<file path="src/hdl/assert_macros.svh">
// ----------------------------------------------------------------------------
// assert_macros.svh
// Assertion shorthands shared by the pad region walker RTL.
// ----------------------------------------------------------------------------
`ifndef ASSERT_MACROS_SVH
`define ASSERT_MACROS_SVH

// Same-cycle implication, disabled during reset
`define PRW_ASSERT_IMPL(lbl, clk, rst_n, ante, cons) \
  lbl: assert property (@(posedge clk) disable iff (!rst_n) (ante) |-> (cons)) \
    else $error("assertion failed");

// Next-cycle implication, disabled during reset
`define PRW_ASSERT_NEXT(lbl, clk, rst_n, ante, cons) \
  lbl: assert property (@(posedge clk) disable iff (!rst_n) (ante) |=> (cons)) \
    else $error("assertion failed");

`endif

</file>
<file path="src/hdl/prw_pkg.sv">
// ----------------------------------------------------------------------------
// prw_pkg
// Widths, constants and inter-module types of the pad region walker.
// ----------------------------------------------------------------------------
package prw_pkg;

  // Region clip: columns and rows walked per hit
  localparam int MAX_SPAN  = 8;
  localparam int SPAN_LAST = MAX_SPAN - 1;

  // Field widths
  localparam int CRD_W = 19;   // hit coordinates
  localparam int HW_W  = 16;   // half-widths
  localparam int CFG_W = 12;   // pitches
  localparam int CNT_W = 8;    // pad counts
  localparam int IDX_W = 9;    // pad indices
  localparam int LIM_W = 22;   // integration limits

  // Shared divider: magnitude of a coordinate, or of a coordinate plus or minus a half-width
  localparam int DIV_W      = 20;
  localparam int DIV_BITS   = 2;                  // quotient bits per cycle
  localparam int DIV_CYC    = DIV_W / DIV_BITS;
  localparam int DIV_CNT_W  = $clog2(DIV_CYC);

  // Register reset values
  localparam logic [CFG_W-1:0] PAD_SIZE_X_RST  = CFG_W'(860);
  localparam logic [CFG_W-1:0] PAD_SIZE_Y_RST  = CFG_W'(860);
  localparam logic [CFG_W-1:0] WIRE_PITCH_RST  = CFG_W'(215);
  localparam logic [CNT_W-1:0] PAD_COUNT_X_RST = CNT_W'(160);
  localparam logic [CNT_W-1:0] PAD_COUNT_Y_RST = CNT_W'(144);

  typedef struct packed {
    logic             start;
    logic [DIV_W-1:0] dividend;
    logic [CFG_W-1:0] divisor;
  } prw_div_req_t;

  typedef struct packed {
    logic             done;
    logic [DIV_W-1:0] quot;
    logic [CFG_W-1:0] rem;
  } prw_div_rsp_t;

  typedef struct packed {
    logic                    start;
    logic signed [IDX_W-1:0] min_x;
    logic signed [IDX_W-1:0] max_x;
    logic signed [IDX_W-1:0] min_y;
    logic signed [IDX_W-1:0] max_y;
    logic signed [LIM_W-1:0] xl0;
    logic signed [LIM_W-1:0] yl0;
  } prw_walk_cmd_t;

endpackage

</file>
<file path="src/hdl/prw_div.sv">
// ----------------------------------------------------------------------------
// prw_div
// Shared unsigned restoring divider, two quotient bits per cycle.
// ----------------------------------------------------------------------------
`include "assert_macros.svh"

module prw_div (
  input  logic                  clk_i,
  input  logic                  rst_ni,
  input  prw_pkg::prw_div_req_t req_i,
  output prw_pkg::prw_div_rsp_t rsp_o
);
  import prw_pkg::*;

  logic                 busy_q, busy_d;
  logic                 done_q, done_d;
  logic [DIV_CNT_W-1:0] cnt_q, cnt_d;
  logic [DIV_W-1:0]     work_q, work_d;   // dividend out, quotient in
  logic [CFG_W-1:0]     rem_q, rem_d;
  logic [CFG_W-1:0]     dvs_q;

  logic [DIV_W-1:0]     step_w;
  logic [CFG_W-1:0]     step_r;
  logic [CFG_W:0]       part;

  // Two restoring steps per cycle
  always_comb begin
    step_w = work_q;
    step_r = rem_q;
    part   = '0;
    for (int i = 0; i < DIV_BITS; i++) begin
      part   = {step_r, step_w[DIV_W-1]};
      step_w = {step_w[DIV_W-2:0], 1'b0};
      if (part >= {1'b0, dvs_q}) begin
        step_r    = CFG_W'(part - {1'b0, dvs_q});
        step_w[0] = 1'b1;
      end else begin
        step_r = part[CFG_W-1:0];
      end
    end
  end

  // Sequencing
  always_comb begin
    busy_d = busy_q;
    done_d = 1'b0;
    cnt_d  = cnt_q;
    work_d = work_q;
    rem_d  = rem_q;
    if (req_i.start) begin
      busy_d = 1'b1;
      cnt_d  = DIV_CNT_W'(DIV_CYC - 1);
      work_d = req_i.dividend;
      rem_d  = '0;
    end else if (busy_q) begin
      work_d = step_w;
      rem_d  = step_r;
      cnt_d  = cnt_q - 1'b1;
      if (cnt_q == '0) begin
        busy_d = 1'b0;
        done_d = 1'b1;
      end
    end
  end

  always_ff @(posedge clk_i or negedge rst_ni) begin
    if (!rst_ni) begin
      busy_q <= 1'b0;
      done_q <= 1'b0;
      cnt_q  <= '0;
    end else begin
      busy_q <= busy_d;
      done_q <= done_d;
      cnt_q  <= cnt_d;
    end
  end

  always_ff @(posedge clk_i) begin
    work_q <= work_d;
    rem_q  <= rem_d;
    if (req_i.start) begin
      dvs_q <= req_i.divisor;
    end
  end

  assign rsp_o.done = done_q;
  assign rsp_o.quot = work_q;
  assign rsp_o.rem  = rem_q;

  `PRW_ASSERT_IMPL(a_div_start_idle, clk_i, rst_ni, req_i.start, !busy_q)

endmodule

</file>
<file path="src/hdl/prw_walk.sv">
// ----------------------------------------------------------------------------
// prw_walk
// Pad walker: steps through the clipped region row by row, x inner, and
// holds each pad's result in the output register until transferred.
// ----------------------------------------------------------------------------
`include "assert_macros.svh"

module prw_walk (
  input  logic                          clk_i,
  input  logic                          rst_ni,
  input  prw_pkg::prw_walk_cmd_t        cmd_i,
  input  logic [prw_pkg::CFG_W-1:0]     sx_i,
  input  logic [prw_pkg::CFG_W-1:0]     sy_i,
  output logic                          busy_o,
  output logic                          out_valid_o,
  input  logic                          out_ready_i,
  output logic signed [prw_pkg::IDX_W-1:0] pad_x_o,
  output logic signed [prw_pkg::IDX_W-1:0] pad_y_o,
  output logic signed [prw_pkg::LIM_W-1:0] limit_x_low_o,
  output logic signed [prw_pkg::LIM_W-1:0] limit_x_high_o,
  output logic signed [prw_pkg::LIM_W-1:0] limit_y_low_o,
  output logic signed [prw_pkg::LIM_W-1:0] limit_y_high_o,
  output logic                          last_o
);
  import prw_pkg::*;

  logic                    valid_q;
  logic signed [IDX_W-1:0] cur_x_q, cur_y_q, min_x_q, max_x_q, max_y_q;
  logic signed [LIM_W-1:0] xl_row_q, xl_q, xh_q, yl_q, yh_q;
  logic signed [LIM_W-1:0] sx_e, sy_e;
  logic                    at_row_end, at_last, xfer;

  assign sx_e       = LIM_W'($signed({1'b0, sx_i}));
  assign sy_e       = LIM_W'($signed({1'b0, sy_i}));
  assign at_row_end = (cur_x_q == max_x_q);
  assign at_last    = at_row_end && (cur_y_q == max_y_q);
  assign xfer       = valid_q && out_ready_i;

  // Output register occupancy
  always_ff @(posedge clk_i or negedge rst_ni) begin
    if (!rst_ni) begin
      valid_q <= 1'b0;
    end else if (cmd_i.start) begin
      valid_q <= 1'b1;
    end else if (xfer && at_last) begin
      valid_q <= 1'b0;
    end
  end

  // Position and limits: limits move by one pitch per pad
  always_ff @(posedge clk_i) begin
    if (cmd_i.start) begin
      min_x_q  <= $signed(cmd_i.min_x);
      max_x_q  <= $signed(cmd_i.max_x);
      max_y_q  <= $signed(cmd_i.max_y);
      cur_x_q  <= $signed(cmd_i.min_x);
      cur_y_q  <= $signed(cmd_i.min_y);
      xl_row_q <= $signed(cmd_i.xl0);
      xl_q     <= $signed(cmd_i.xl0);
      xh_q     <= $signed(cmd_i.xl0) + sx_e;
      yl_q     <= $signed(cmd_i.yl0);
      yh_q     <= $signed(cmd_i.yl0) + sy_e;
    end else if (xfer && !at_last) begin
      if (at_row_end) begin
        cur_x_q <= min_x_q;
        cur_y_q <= cur_y_q + IDX_W'(1);
        xl_q    <= xl_row_q;
        xh_q    <= xl_row_q + sx_e;
        yl_q    <= yl_q - sy_e;
        yh_q    <= yl_q;
      end else begin
        cur_x_q <= cur_x_q + IDX_W'(1);
        xl_q    <= xl_q - sx_e;
        xh_q    <= xl_q;
      end
    end
  end

  assign busy_o         = valid_q;
  assign out_valid_o    = valid_q;
  assign pad_x_o        = cur_x_q;
  assign pad_y_o        = cur_y_q;
  assign limit_x_low_o  = xl_q;
  assign limit_x_high_o = xh_q;
  assign limit_y_low_o  = yl_q;
  assign limit_y_high_o = yh_q;
  assign last_o         = at_last;

  `PRW_ASSERT_NEXT(a_walk_ends_on_last, clk_i, rst_ni, xfer && at_last && !cmd_i.start, !valid_q)
  `PRW_ASSERT_IMPL(a_walk_in_region, clk_i, rst_ni, valid_q, (cur_x_q <= max_x_q) && (cur_y_q <= max_y_q))

endmodule

</file>
<file path="src/hdl/pad_region_walker.sv">
// ----------------------------------------------------------------------------
// pad_region_walker
// Snaps a hit to its anode-wire cell, finds the covered pad rectangle and
// emits one result per pad with integration limits relative to that pad.
// ----------------------------------------------------------------------------
// One hit at a time: after a transfer on the input the block runs five
// divisions on one shared divider (wire snap, then the low and high pad
// index along x and along y), each an operand load, ten radix-4
// iterations and a result, then sets up the walk in the MULX, MULY and
// LAUNCH states, then emits one result per cycle while the output side is
// ready, up to 64 pads for a region clipped to 8 by 8. A zero pitch acts
// as one, and a hit always yields at least one pad.
`include "assert_macros.svh"

module pad_region_walker (
  input  logic                             clk_i,
  input  logic                             rst_ni,
  // register write port
  input  logic                             cfg_we_i,
  input  logic [2:0]                       cfg_index_i,
  input  logic [prw_pkg::CFG_W-1:0]        cfg_data_i,
  // hit input
  input  logic                             in_valid_i,
  output logic                             in_ready_o,
  input  logic signed [prw_pkg::CRD_W-1:0] hit_x_i,
  input  logic signed [prw_pkg::CRD_W-1:0] hit_y_i,
  input  logic [prw_pkg::HW_W-1:0]         half_width_x_i,
  input  logic [prw_pkg::HW_W-1:0]         half_width_y_i,
  // pad results
  output logic                             out_valid_o,
  input  logic                             out_ready_i,
  output logic signed [prw_pkg::IDX_W-1:0] pad_x_o,
  output logic signed [prw_pkg::IDX_W-1:0] pad_y_o,
  output logic signed [prw_pkg::LIM_W-1:0] limit_x_low_o,
  output logic signed [prw_pkg::LIM_W-1:0] limit_x_high_o,
  output logic signed [prw_pkg::LIM_W-1:0] limit_y_low_o,
  output logic signed [prw_pkg::LIM_W-1:0] limit_y_high_o,
  output logic                             last_o
);
  import prw_pkg::*;

  // Register indexes
  localparam logic [2:0] REG_PAD_SIZE_X  = 3'd0;
  localparam logic [2:0] REG_PAD_SIZE_Y  = 3'd1;
  localparam logic [2:0] REG_WIRE_PITCH  = 3'd2;
  localparam logic [2:0] REG_PAD_COUNT_X = 3'd3;
  localparam logic [2:0] REG_PAD_COUNT_Y = 3'd4;

  // Sequencer states
  localparam logic [2:0] ST_IDLE   = 3'd0;
  localparam logic [2:0] ST_LOAD   = 3'd1;
  localparam logic [2:0] ST_DIV    = 3'd2;
  localparam logic [2:0] ST_MULX   = 3'd3;
  localparam logic [2:0] ST_MULY   = 3'd4;
  localparam logic [2:0] ST_LAUNCH = 3'd5;
  localparam logic [2:0] ST_WALK   = 3'd6;

  // Division jobs, in issue order
  localparam logic [2:0] OP_SNAP = 3'd0;
  localparam logic [2:0] OP_MINX = 3'd1;
  localparam logic [2:0] OP_MAXX = 3'd2;
  localparam logic [2:0] OP_MINY = 3'd3;
  localparam logic [2:0] OP_MAXY = 3'd4;

  localparam int SW = DIV_W + 1;
  localparam logic signed [SW-1:0] SNAP_HI = SW'(2 ** (CRD_W - 1) - 1);
  localparam logic signed [SW-1:0] SNAP_LO = -SW'(2 ** (CRD_W - 1));

  // Configuration registers
  logic [CFG_W-1:0] pad_size_x_q, pad_size_y_q, wire_pitch_q;
  logic [CNT_W-1:0] pad_count_x_q, pad_count_y_q;
  logic [CFG_W-1:0] sx_eff, sy_eff, wp_eff;

  logic [2:0]              state_q, state_d;
  logic [2:0]              op_q;
  logic signed [CRD_W-1:0] hit_x_q, hit_y_q, snap_q;
  logic [HW_W-1:0]         hw_x_q, hw_y_q;
  logic signed [IDX_W-1:0] min_x_q, max_x_q, min_y_q, max_y_q;
  logic signed [LIM_W-1:0] xl0_q, yl0_q;
  logic                    c_neg_q, c_pos_q;

  prw_div_req_t  div_req;
  prw_div_rsp_t  div_rsp;
  prw_walk_cmd_t walk_cmd;
  logic          walk_busy;

  logic signed [DIV_W-1:0] c_val;
  logic [CFG_W-1:0]        dvs_sel;
  logic [CNT_W-1:0]        n_sel;
  logic signed [SW-1:0]    idx_raw, n_s, idx_cl;
  logic signed [IDX_W-1:0] idx;
  logic signed [IDX_W:0]   clip_lim;
  logic signed [IDX_W-1:0] idx_clip;
  logic signed [SW-1:0]    x_e, r_e, h_e, base, snap_raw;
  logic signed [CRD_W-1:0] snap_new;
  logic signed [LIM_W-1:0] mul_a, mul_b, mul_base, mul_res;

  assign sx_eff = (pad_size_x_q == '0) ? CFG_W'(1) : pad_size_x_q;
  assign sy_eff = (pad_size_y_q == '0) ? CFG_W'(1) : pad_size_y_q;
  assign wp_eff = (wire_pitch_q == '0) ? CFG_W'(1) : wire_pitch_q;

  // Register writes
  always_ff @(posedge clk_i or negedge rst_ni) begin
    if (!rst_ni) begin
      pad_size_x_q  <= PAD_SIZE_X_RST;
      pad_size_y_q  <= PAD_SIZE_Y_RST;
      wire_pitch_q  <= WIRE_PITCH_RST;
      pad_count_x_q <= PAD_COUNT_X_RST;
      pad_count_y_q <= PAD_COUNT_Y_RST;
    end else if (cfg_we_i) begin
      case (cfg_index_i)
        REG_PAD_SIZE_X:  pad_size_x_q  <= cfg_data_i;
        REG_PAD_SIZE_Y:  pad_size_y_q  <= cfg_data_i;
        REG_WIRE_PITCH:  wire_pitch_q  <= cfg_data_i;
        REG_PAD_COUNT_X: pad_count_x_q <= cfg_data_i[CNT_W-1:0];
        REG_PAD_COUNT_Y: pad_count_y_q <= cfg_data_i[CNT_W-1:0];
        default: ;
      endcase
    end
  end

  // Divider operand for the current job
  always_comb begin
    case (op_q)
      OP_SNAP: begin
        c_val   = DIV_W'(hit_x_q);
        dvs_sel = wp_eff;
      end
      OP_MINX: begin
        c_val   = DIV_W'(snap_q) - DIV_W'($signed({1'b0, hw_x_q}));
        dvs_sel = sx_eff;
      end
      OP_MAXX: begin
        c_val   = DIV_W'(snap_q) + DIV_W'($signed({1'b0, hw_x_q}));
        dvs_sel = sx_eff;
      end
      OP_MINY: begin
        c_val   = DIV_W'(hit_y_q) - DIV_W'($signed({1'b0, hw_y_q}));
        dvs_sel = sy_eff;
      end
      default: begin
        c_val   = DIV_W'(hit_y_q) + DIV_W'($signed({1'b0, hw_y_q}));
        dvs_sel = sy_eff;
      end
    endcase
  end

  assign div_req.start    = (state_q == ST_LOAD);
  assign div_req.divisor  = dvs_sel;
  assign div_req.dividend = c_val[DIV_W-1] ? DIV_W'(-c_val) : DIV_W'(c_val);

  // Pad index from the quotient: sign, plus one above zero, clamp to count
  always_comb begin
    n_sel = ((op_q == OP_MINX) || (op_q == OP_MAXX)) ? pad_count_x_q : pad_count_y_q;
    n_s   = $signed({{(SW - CNT_W){1'b0}}, n_sel});
    if (c_neg_q) begin
      idx_raw = -$signed({1'b0, div_rsp.quot});
    end else begin
      idx_raw = $signed({1'b0, div_rsp.quot}) + $signed({{DIV_W{1'b0}}, c_pos_q});
    end
    if (idx_raw > n_s) begin
      idx_cl = n_s;
    end else if (idx_raw < -n_s) begin
      idx_cl = -n_s;
    end else begin
      idx_cl = idx_raw;
    end
    idx = IDX_W'(idx_cl);
  end

  // High index clipped to SPAN_LAST past the low one
  always_comb begin
    clip_lim = ((op_q == OP_MAXX) ? (IDX_W+1)'(min_x_q) : (IDX_W+1)'(min_y_q))
               + (IDX_W+1)'(SPAN_LAST);
    idx_clip = ((IDX_W+1)'(idx) > clip_lim) ? IDX_W'(clip_lim) : idx;
  end

  // Wire-cell snap from the truncated remainder, saturated
  always_comb begin
    x_e  = SW'(hit_x_q);
    r_e  = $signed({{(SW - CFG_W){1'b0}}, div_rsp.rem});
    h_e  = $signed({{(SW - CFG_W + 1){1'b0}}, wp_eff[CFG_W-1:1]});
    base = (hit_x_q < 0) ? (x_e + r_e) : (x_e - r_e);
    snap_raw = (hit_x_q > 0) ? (base + h_e) : (base - h_e);
    if (snap_raw > SNAP_HI) begin
      snap_new = CRD_W'(SNAP_HI);
    end else if (snap_raw < SNAP_LO) begin
      snap_new = CRD_W'(SNAP_LO);
    end else begin
      snap_new = CRD_W'(snap_raw);
    end
  end

  // Shared multiplier: low limit of the first pad in x, then in y
  always_comb begin
    if (state_q == ST_MULX) begin
      mul_a    = LIM_W'(min_x_q);
      mul_b    = LIM_W'($signed({1'b0, sx_eff}));
      mul_base = LIM_W'(snap_q);
    end else begin
      mul_a    = LIM_W'(min_y_q);
      mul_b    = LIM_W'($signed({1'b0, sy_eff}));
      mul_base = LIM_W'(hit_y_q);
    end
    mul_res = mul_base - mul_a * mul_b;
  end

  // Sequencer
  always_comb begin
    state_d = state_q;
    case (state_q)
      ST_IDLE:   if (in_valid_i) state_d = ST_LOAD;
      ST_LOAD:   state_d = ST_DIV;
      ST_DIV: begin
        if (div_rsp.done) begin
          state_d = (op_q == OP_MAXY) ? ST_MULX : ST_LOAD;
        end
      end
      ST_MULX:   state_d = ST_MULY;
      ST_MULY:   state_d = ST_LAUNCH;
      ST_LAUNCH: state_d = ST_WALK;
      ST_WALK:   if (!walk_busy) state_d = ST_IDLE;
      default:   state_d = ST_IDLE;
    endcase
  end

  always_ff @(posedge clk_i or negedge rst_ni) begin
    if (!rst_ni) begin
      state_q <= ST_IDLE;
      op_q    <= OP_SNAP;
    end else begin
      state_q <= state_d;
      if (state_q == ST_IDLE) begin
        op_q <= OP_SNAP;
      end else if ((state_q == ST_DIV) && div_rsp.done) begin
        op_q <= op_q + 3'd1;
      end
    end
  end

  // Item data and job results
  always_ff @(posedge clk_i) begin
    if ((state_q == ST_IDLE) && in_valid_i) begin
      hit_x_q <= hit_x_i;
      hit_y_q <= hit_y_i;
      hw_x_q  <= half_width_x_i;
      hw_y_q  <= half_width_y_i;
    end
    if (state_q == ST_LOAD) begin
      c_neg_q <= c_val < 0;
      c_pos_q <= c_val > 0;
    end
    if ((state_q == ST_DIV) && div_rsp.done) begin
      case (op_q)
        OP_SNAP: snap_q  <= snap_new;
        OP_MINX: min_x_q <= idx;
        OP_MAXX: max_x_q <= idx_clip;
        OP_MINY: min_y_q <= idx;
        OP_MAXY: max_y_q <= idx_clip;
        default: ;
      endcase
    end
    if (state_q == ST_MULX) begin
      xl0_q <= mul_res;
    end
    if (state_q == ST_MULY) begin
      yl0_q <= mul_res;
    end
  end

  assign in_ready_o = (state_q == ST_IDLE);

  assign walk_cmd.start = (state_q == ST_LAUNCH);
  assign walk_cmd.min_x = min_x_q;
  assign walk_cmd.max_x = max_x_q;
  assign walk_cmd.min_y = min_y_q;
  assign walk_cmd.max_y = max_y_q;
  assign walk_cmd.xl0   = xl0_q;
  assign walk_cmd.yl0   = yl0_q;

  prw_div u_div (
    .clk_i  (clk_i),
    .rst_ni (rst_ni),
    .req_i  (div_req),
    .rsp_o  (div_rsp)
  );

  prw_walk u_walk (
    .clk_i          (clk_i),
    .rst_ni         (rst_ni),
    .cmd_i          (walk_cmd),
    .sx_i           (sx_eff),
    .sy_i           (sy_eff),
    .busy_o         (walk_busy),
    .out_valid_o    (out_valid_o),
    .out_ready_i    (out_ready_i),
    .pad_x_o        (pad_x_o),
    .pad_y_o        (pad_y_o),
    .limit_x_low_o  (limit_x_low_o),
    .limit_x_high_o (limit_x_high_o),
    .limit_y_low_o  (limit_y_low_o),
    .limit_y_high_o (limit_y_high_o),
    .last_o         (last_o)
  );

  `PRW_ASSERT_IMPL(a_no_result_while_ready, clk_i, rst_ni, in_ready_o, !out_valid_o)
  `PRW_ASSERT_IMPL(a_div_done_in_div, clk_i, rst_ni, div_rsp.done, state_q == ST_DIV)

endmodule
</file>
<file path="config.mk">
export PLATFORM = sky130hd
export DESIGN_NAME = pad_region_walker
export DESIGN_NICKNAME = d
export VERILOG_FILES = /design/src/hdl/prw_pkg.sv /design/src/hdl/prw_div.sv /design/src/hdl/prw_walk.sv /design/src/hdl/pad_region_walker.sv
export VERILOG_INCLUDE_DIRS = /design/src /design/src/hdl
export SDC_FILE = /design/constraint.sdc
export NUM_CORES = 2
export LEC_CHECK = 0
export BUFFER_PORTS_ARGS = -buffer_cell sky130_fd_sc_hd__buf_4
export CORE_MARGIN = 5
export CORE_UTILIZATION = 54
export DETAILED_ROUTE_END_ITERATION = 10
export GPL_ROUTABILITY_DRIVEN = 0
export PLACE_DENSITY = 0.83
export SYNTH_ARGS = -nofsm -noshare
export SYNTH_HDL_FRONTEND = slang
export SYNTH_HIERARCHICAL = 1
export SYNTH_SLANG_ARGS = --single-unit
export TNS_END_PERCENT = 50
</file>
<file path="constraint.sdc">
create_clock -name clk_i -period 9.6 [get_ports clk_i]
set_input_delay 0.96 -clock clk_i [delete_from_list [all_inputs] [get_ports clk_i]]
set_output_delay 0.96 -clock clk_i [all_outputs]
set_load 0.005 [all_outputs]
</file>
# --- Word level (Yosys, flattened, before mapping) ---
# Cells that the tools add are included.
word_totals:
  reg_bits: 435
  elab_cells: 185
  output_inout_bits: 109
  inputBits: 90
classes:
  reduce_logical: 33
  n_addsub: 25
  n_eq_ne: 19
  muxes: 59
  n_lt_le_gt_ge: 11
  multipliers: 1
ops:
  columns: ["operator", "count"]
  rows:
  - ["$mux 22", 14]
  - ["$mux 9", 9]
  - ["$pmux 20 s4", 1]
  - ["$mux 12", 6]
  - ["$add 22x13->22", 3]
  - ["$mux 21", 3]
  - ["$mux 20", 3]
  - ["$sub 22x13->22", 2]
  - ["$add 19x17->20", 2]
  - ["$sub 19x17->20", 2]
  - ["$logic_not 12->1", 3]
  - ["$ge 13x12->1", 2]
  - ["$pmux 12 s2", 1]
  - ["$sub 12x12->12", 2]
  - ["$mul 22x22->22", 1]
  - ["$reduce_and 2->1", 11]
  - ["$sub 22x22->22", 1]
  - ["$add 20x1->21", 1]
  - ["$add 21x12->21", 1]
  - ["$gt 21x19->1 const B", 1]
  - ["$gt 21x9->1", 1]
  - ["$lt 21x19->1 const B", 1]
  - ["$lt 21x21->1", 1]
  - ["$neg 20->21", 1]
  - ["36 further kinds", 75]

# --- Depth between registers and ports, before layout ---
logic_depth:
  word_depth: 9
  mapped_depth: 31
  ltp_nobuf: 29

# --- Hierarchy ---
# The synthesis kept the hierarchy.
by_module_without_submodules:
  columns: ["mod", "seq_area_each_um2", "area_per_inst_um2", "n_inst", "cells_per_inst"]
  rows:
  - ["pad_region_walker", 6613.8, 21958.6, 1, 2289]
  - ["prw_walk", 4679.5, 10213.5, 1, 986]
  - ["prw_div", 1351.3, 3343.2, 1, 315]

# --- Least setup slack after synthesis ---
# No wires, ideal clock.
synth_path:
  kind: "flip-flop to flip-flop"
  from: "register state_q[2]"
  to: "register xl0_q[19] (data pin)"
  setup_ns: 0.263
  synth_period_minus_slack_ns: 7.707
  t_required_ns: 9.337
  slack_ns: 1.893
  n_path_buf: 2
  arrival_ns: 7.444
  path_stages_with_launch: 28
  cell_sequence: "dfrtp_1 > nand3b_1 > clkbuf_1 > inv_1 > clkbuf_1 > nand2_1 > o21ai_1 > or2_2 > inv_1 > fa_1 > inv_1 > fa_1 > fa_1 > fa_1 > fa_1 > inv_1 > fa_1 > inv_1 > ha_1 > and2_1 > a22oi_1 > nor2b_1 > o21ai_0 > a41oi_1 > a21oi_1 > a21o_1 > a21oi_1 > xnor2_1"
synth_via:
  elab_chain_cells: 4
  elab_cells_between_ends: 6
  classes_between: "add/sub: 1; mul: 1; eq/ne: 1; mux: 3"
synth_lines:
  columns: ["item", "line", "text"]
  rows:
  - ["start, declared", "pad_region_walker.sv:74", "logic [2:0] state_q, state_d;"]
  - ["start signal, assigned", "pad_region_walker.sv:232", "state_q <= state_d;"]
  - ["$eq 3x2->1 (*)", "pad_region_walker.sv:196", "if (state_q == ST_MULX) begin"]
  - ["$mux 22 / $mux 12 (equally long branches)", "pad_region_walker.sv:196", null]
  - ["$mul 22x22->22", "pad_region_walker.sv:205", "mul_res = mul_base - mul_a * mul_b;"]
  - ["$sub 22x22->22 (*)", "pad_region_walker.sv:205", null]
  - ["named net mul_res[19]", "pad_region_walker.sv:96", "logic signed [LIM_W-1:0] mul_a, mul_b, mul_base, mul_res;"]
  - ["end signal, assigned", "pad_region_walker.sv:264", "xl0_q <= mul_res;"]
  - ["end, declared", "pad_region_walker.sv:79", "logic signed [LIM_W-1:0] xl0_q, yl0_q;"]
# Mark *: on every way through the listed nets, which the timed path passes. The rest lies on a longest branch.
# A chain may end at the register's enable or synchronous reset.

# --- Final worst setup path ---
layout_path:
  from: "register state_q[2]"
  to: "register yl0_q[19] (data pin)"
layout_via:
  elab_chain_cells: 4
  elab_cells_between_ends: 6
  classes_between: "add/sub: 1; mul: 1; eq/ne: 1; mux: 3"
layout_lines:
  columns: ["item", "line", "text"]
  rows:
  - ["$eq 3x2->1 (*)", "pad_region_walker.sv:196", null]
  - ["$mux 22 / $mux 12 (equally long branches)", "pad_region_walker.sv:196", null]
  - ["$mul 22x22->22", "pad_region_walker.sv:205", null]
  - ["$sub 22x22->22 (*)", "pad_region_walker.sv:205", null]
  - ["named net mul_res[19]", "pad_region_walker.sv:96", null]
  - ["end signal, assigned", "pad_region_walker.sv:267", "yl0_q <= mul_res;"]
  - ["end, declared", "pad_region_walker.sv:79", null]
# Marks and branches as above.

==> flow_metrics.env <==
export IMPL_ios=199
export IMPL_setup_viol=0
export IMPL_design_area_mm2=0.03960
export IMPL_finalHoldViolations=0
export IMPL_cp_arrival_ns=8.43
export IMPL_max_slew_margin=0.2043
export IMPL_area_growth_pct=11.51
export IMPL_clock_latency_ns=0.61
export IMPL_grt_pass1_vias=28000
export IMPL_cts_max_level=2
export IMPL_required_ns=9.96
export IMPL_fin_tns_setup_ns=0
export IMPL_num_vias=28940
export IMPL_final_cells=4651
export IMPL_cts_resized=0
export IMPL_core_area_mm2=0.06551
export IMPL_grt_ovfl_total=0
export IMPL_timing_rr_end="yl0_q[19]"
export IMPL_seqPwrFrac=0.238
export IMPL_period_needed_ns=8.079
export IMPL_postCtsSetupBuffers=0
export IMPL_wl_met3_um=9873
export IMPL_nets=4259
export IMPL_drt_wl_total_um=98690
export IMPL_power_density_mw_per_mm2=323.1
export IMPL_synthTopCellsByArea="edfxtp_1, ha_1, fa_1"
export IMPL_synth_edf_count=358
export IMPL_wl_met1_um=38300
export IMPL_hold_class="flip-flop to flip-flop"
export IMPL_power_frac_clock=0.159
export IMPL_dieHeight_um=266.5
export IMPL_dr_wl_met2_um=44520
export IMPL_rows=94
export IMPL_syn_num_nets=4104
export IMPL_via_per_inst=6.222
export IMPL_hpwl_um=75720
export IMPL_tritoncts="yes"
export IMPL_clock_sinks=435
export IMPL_drive_gt1_frac=0.1358
export IMPL_worst_pin_slew_ns=1.184
export IMPL_reg2reg_from="state_q[2]"
export IMPL_fmax_mhz=123.8
export IMPL_min_to="u_walk/max_x_q[3]"
export IMPL_clk_path_buf_depth=3
export IMPL_grt_usage=0.2691
export IMPL_grt_setup_unrepaired="false"
export IMPL_yosysWarnings=6
export IMPL_synth_flop_cell="edfxtp_1"
export IMPL_syn_inst=3590
export IMPL_rrSetupSlack_ns=1.52
export IMPL_die_x_um=266.5
export IMPL_grt_first_pass_wirelength_um=153300
export IMPL_drv_cap=0
export IMPL_p_switching_mw=5.487
export IMPL_drc=0
export IMPL_synth_area_mm2=0.03552
export IMPL_drv_slew=0
export IMPL_period_share=0.8415
export IMPL_synthArstFlopShare=0.1494
export IMPL_yosysSeqAreaShare=0.3560
export IMPL_cp_start_kind="flip-flop"
export IMPL_ys_seq_elements=435
export IMPL_fin_skew_ns=0.01939
export IMPL_hold_depth=0
export IMPL_reg2regPathDepth=24
export IMPL_p_int_mw=7.307
export IMPL_p_sw_frac=0.4289
export IMPL_pwr_share_comb=0.603
export IMPL_clk_pin_slew_worst_paths_ns=0.06
export IMPL_yosys_area_top_type="edfxtp_1"
export IMPL_grt_max_degree=164
export IMPL_cp_max_fo=25
export IMPL_die_area_mm2=0.07100
export IMPL_crit_type="flip-flop to flip-flop"
export IMPL_antenna_found_initial=0
export IMPL_synthDistinctLibCells=105
export IMPL_critPathCaptureType="flip-flop"
export IMPL_drtAntennaViolNets=0
export IMPL_cts_hold_fix_buffers=0
export IMPL_cts_root_buf="clkbuf_16"
export IMPL_setup_slack_ns=1.521
export IMPL_avgSynthCellArea_um2=9.893
export IMPL_wl_per_cell_um=21.22
export IMPL_p_leak_nw=16.45
export IMPL_synth_top_area_frac=0.3027
export IMPL_place_ws_ns=1.569
export IMPL_initial_core_util=0.5421
export IMPL_post_dp_cell_area_mm2=0.03785
export IMPL_drt_pass1_iterations=6
export IMPL_drt_iter0_markers=3282
export IMPL_peakVddDrop_mv=0.9342
export IMPL_min_delay_start="max_x_q[3]"
export IMPL_dp_cells=4558
export IMPL_io_buffer_count=198
export IMPL_top_layer="met4"
export IMPL_status="complete, no violations"
export IMPL_cts_inserted_buffers=49
[layout by cell type, fill, tap and decap left out, types with 11 or more instances in the layout]
master / n
nor2_1: 298
dfstp_2: 22
xor2_1: 135
nor4_1: 22
and3_1: 30
o31ai_1: 19
nand4_1: 29
or2_2: 36
inv_1: 324
ha_1: 275
buf_4: 226
nand2b_1: 38
mux2i_1: 97
nor3_1: 66
mux2_2: 98
edfxtp_1: 358
o21ai_0: 138
dfrtp_1: 43
a211oi_1: 54
a22oi_1: 17
xnor2_1: 159
nor2b_1: 28
nand2_1: 269
a21oi_1: 211
a21o_1: 62
o21a_1: 51
fa_1: 149
o21bai_1: 14
dfxtp_1: 12
clkbuf_16: 50
o211ai_1: 15
nand3_1: 64
a31oi_1: 32
or3_1: 25
and2_1: 16
o221ai_1: 11
o21ai_1: 45
[power by group through the flow]
stage	Clock [mW]	Combinational, mW	Sequential, mW
3_3_place_gp	0	7.18	3.07
2_1_floorplan	0	5.85	3.00
5_1_grt	2.14	8.66	3.04
4_1_cts	2.06	7.64	3.04
3_5_place_dp	0	7.58	3.07
6_report	2.03	7.71	3.05
[layout make-up]
class	count	area, um^2
Clock buffer	61	1363
Sequential cell	435	12640
Tap cell	864	1081
Timing Repair Buffer	227	1717
Inverter	324	1216
Antenna cell	1	2.502
Multi-Input combinational cell	2708	21190
Clock inverter	31	391.6
Fill cell	5174	25910
[worst max-delay path, stage by stage, from the launching register on]
cell,delay (ns)
dfrtp_1,0.49
nand3b_1,0.15
buf_4,0.38
mux2i_1,0.83
nand2b_1,0.25
inv_1,0.10
fa_1,0.82
inv_1,0.14
fa_1,0.52
fa_1,0.53
fa_1,0.44
fa_1,0.54
inv_1,0.05
fa_1,0.52
inv_1,0.05
ha_1,0.33
and2_1,0.22
a22oi_1,0.20
nor2b_1,0.21
o21ai_0,0.12
a41oi_1,0.27
a21oi_1,0.18
a21o_1,0.20
a21oi_1,0.16
xnor2_1,0.10
[synth_stat cells, types with 36 or more instances]
| cell | n |
|---|---|
| dfrtp_1 | 43 |
| inv_1 | 324 |
| ha_1 | 275 |
| nor3_1 | 67 |
| o21ai_0 | 138 |
| edfxtp_1 | 358 |
| fa_1 | 149 |
| nand2_1 | 269 |
| mux2i_1 | 97 |
| clkbuf_1 | 90 |
| o21ai_1 | 45 |
| nand3_1 | 64 |
| nand2b_1 | 38 |
| a21o_1 | 62 |
| a211oi_1 | 54 |
| a21oi_1 | 211 |
| mux2_2 | 98 |
| nor2_1 | 300 |
| o21a_1 | 51 |
| xor2_1 | 135 |
| xnor2_1 | 159 |
| or2_2 | 36 |
[flip-flops by register name, indices dropped and copies added (netlist names), 12 cells and up]
signal,count
u_walk/limit_x_low_o,22
pad_size_x_q,12
yl0_q,22
pad_size_y_q,12
u_div/rem_q,12
snap_q,19
u_walk/limit_y_high_o,22
hw_x_q,16
u_div/dvs_q,12
wire_pitch_q,12
hw_y_q,16
u_walk/xl_row_q,22
u_walk/limit_y_low_o,22
xl0_q,22
hit_x_q,19
u_div/work_q,20
hit_y_q,19
u_walk/limit_x_high_o,22
[how the worst max path moves through the flow]
stage | start | endpoint | slack [ns]
floorplan | state_q[2] | xl0_q[19] | 1.89
global placement | state_q[2] | xl0_q[19] | 1.89
detailed placement | state_q[2] | yl0_q[19] | 1.57
CTS | state_q[2] | yl0_q[19] | 1.58
global route | state_q[2] | yl0_q[19] | 1.04
finish | state_q[2] | yl0_q[19] | 1.52
[logic make-up (layout without fill, tap and decap cells)]
logic type / after synthesis / count (layout) / share of synthesized area
AO/OA/AOI/OAI: 802 / 802 / 0.1473
XOR/XNOR: 295 / 295 / 0.07317
adder cells (fa/ha/maj): 424 / 424 / 0.1809
buffers and inverters: 447 / 643 / 0.04918
flip-flops: 435 / 435 / 0.3560
multiplexers: 197 / 197 / 0.05905
other: 0 / 1 / 0
AND/OR/NAND/NOR: 990 / 990 / 0.1344
[metal layers]
layer / GRT usage / vias to the layer above
met4: 0.1371 / 0
met3: 0.05430 / 352
met1: 0.3521 / 13800
li1: - / 13160
met2: 0.4278 / 1628
met5: 0 / -
[per-stage QoR]
| stage | util | hold WS (ns) | power, mW |
|---|---|---|---|
| 2_1_floorplan | - | 0.4003 | 8.851 |
| 3_3_place_gp | 0.5777 | 0.4012 | 10.24 |
| 3_5_place_dp | 0.5777 | 0.4045 | 10.65 |
| 4_1_cts | 0.6045 | 0.4186 | 12.74 |
| 5_1_grt | 0.6045 | 0.4304 | 13.85 |
| 6_report | 0.6045 | 0.4195 | 12.79 |
(Power assumes the default switching activity.)
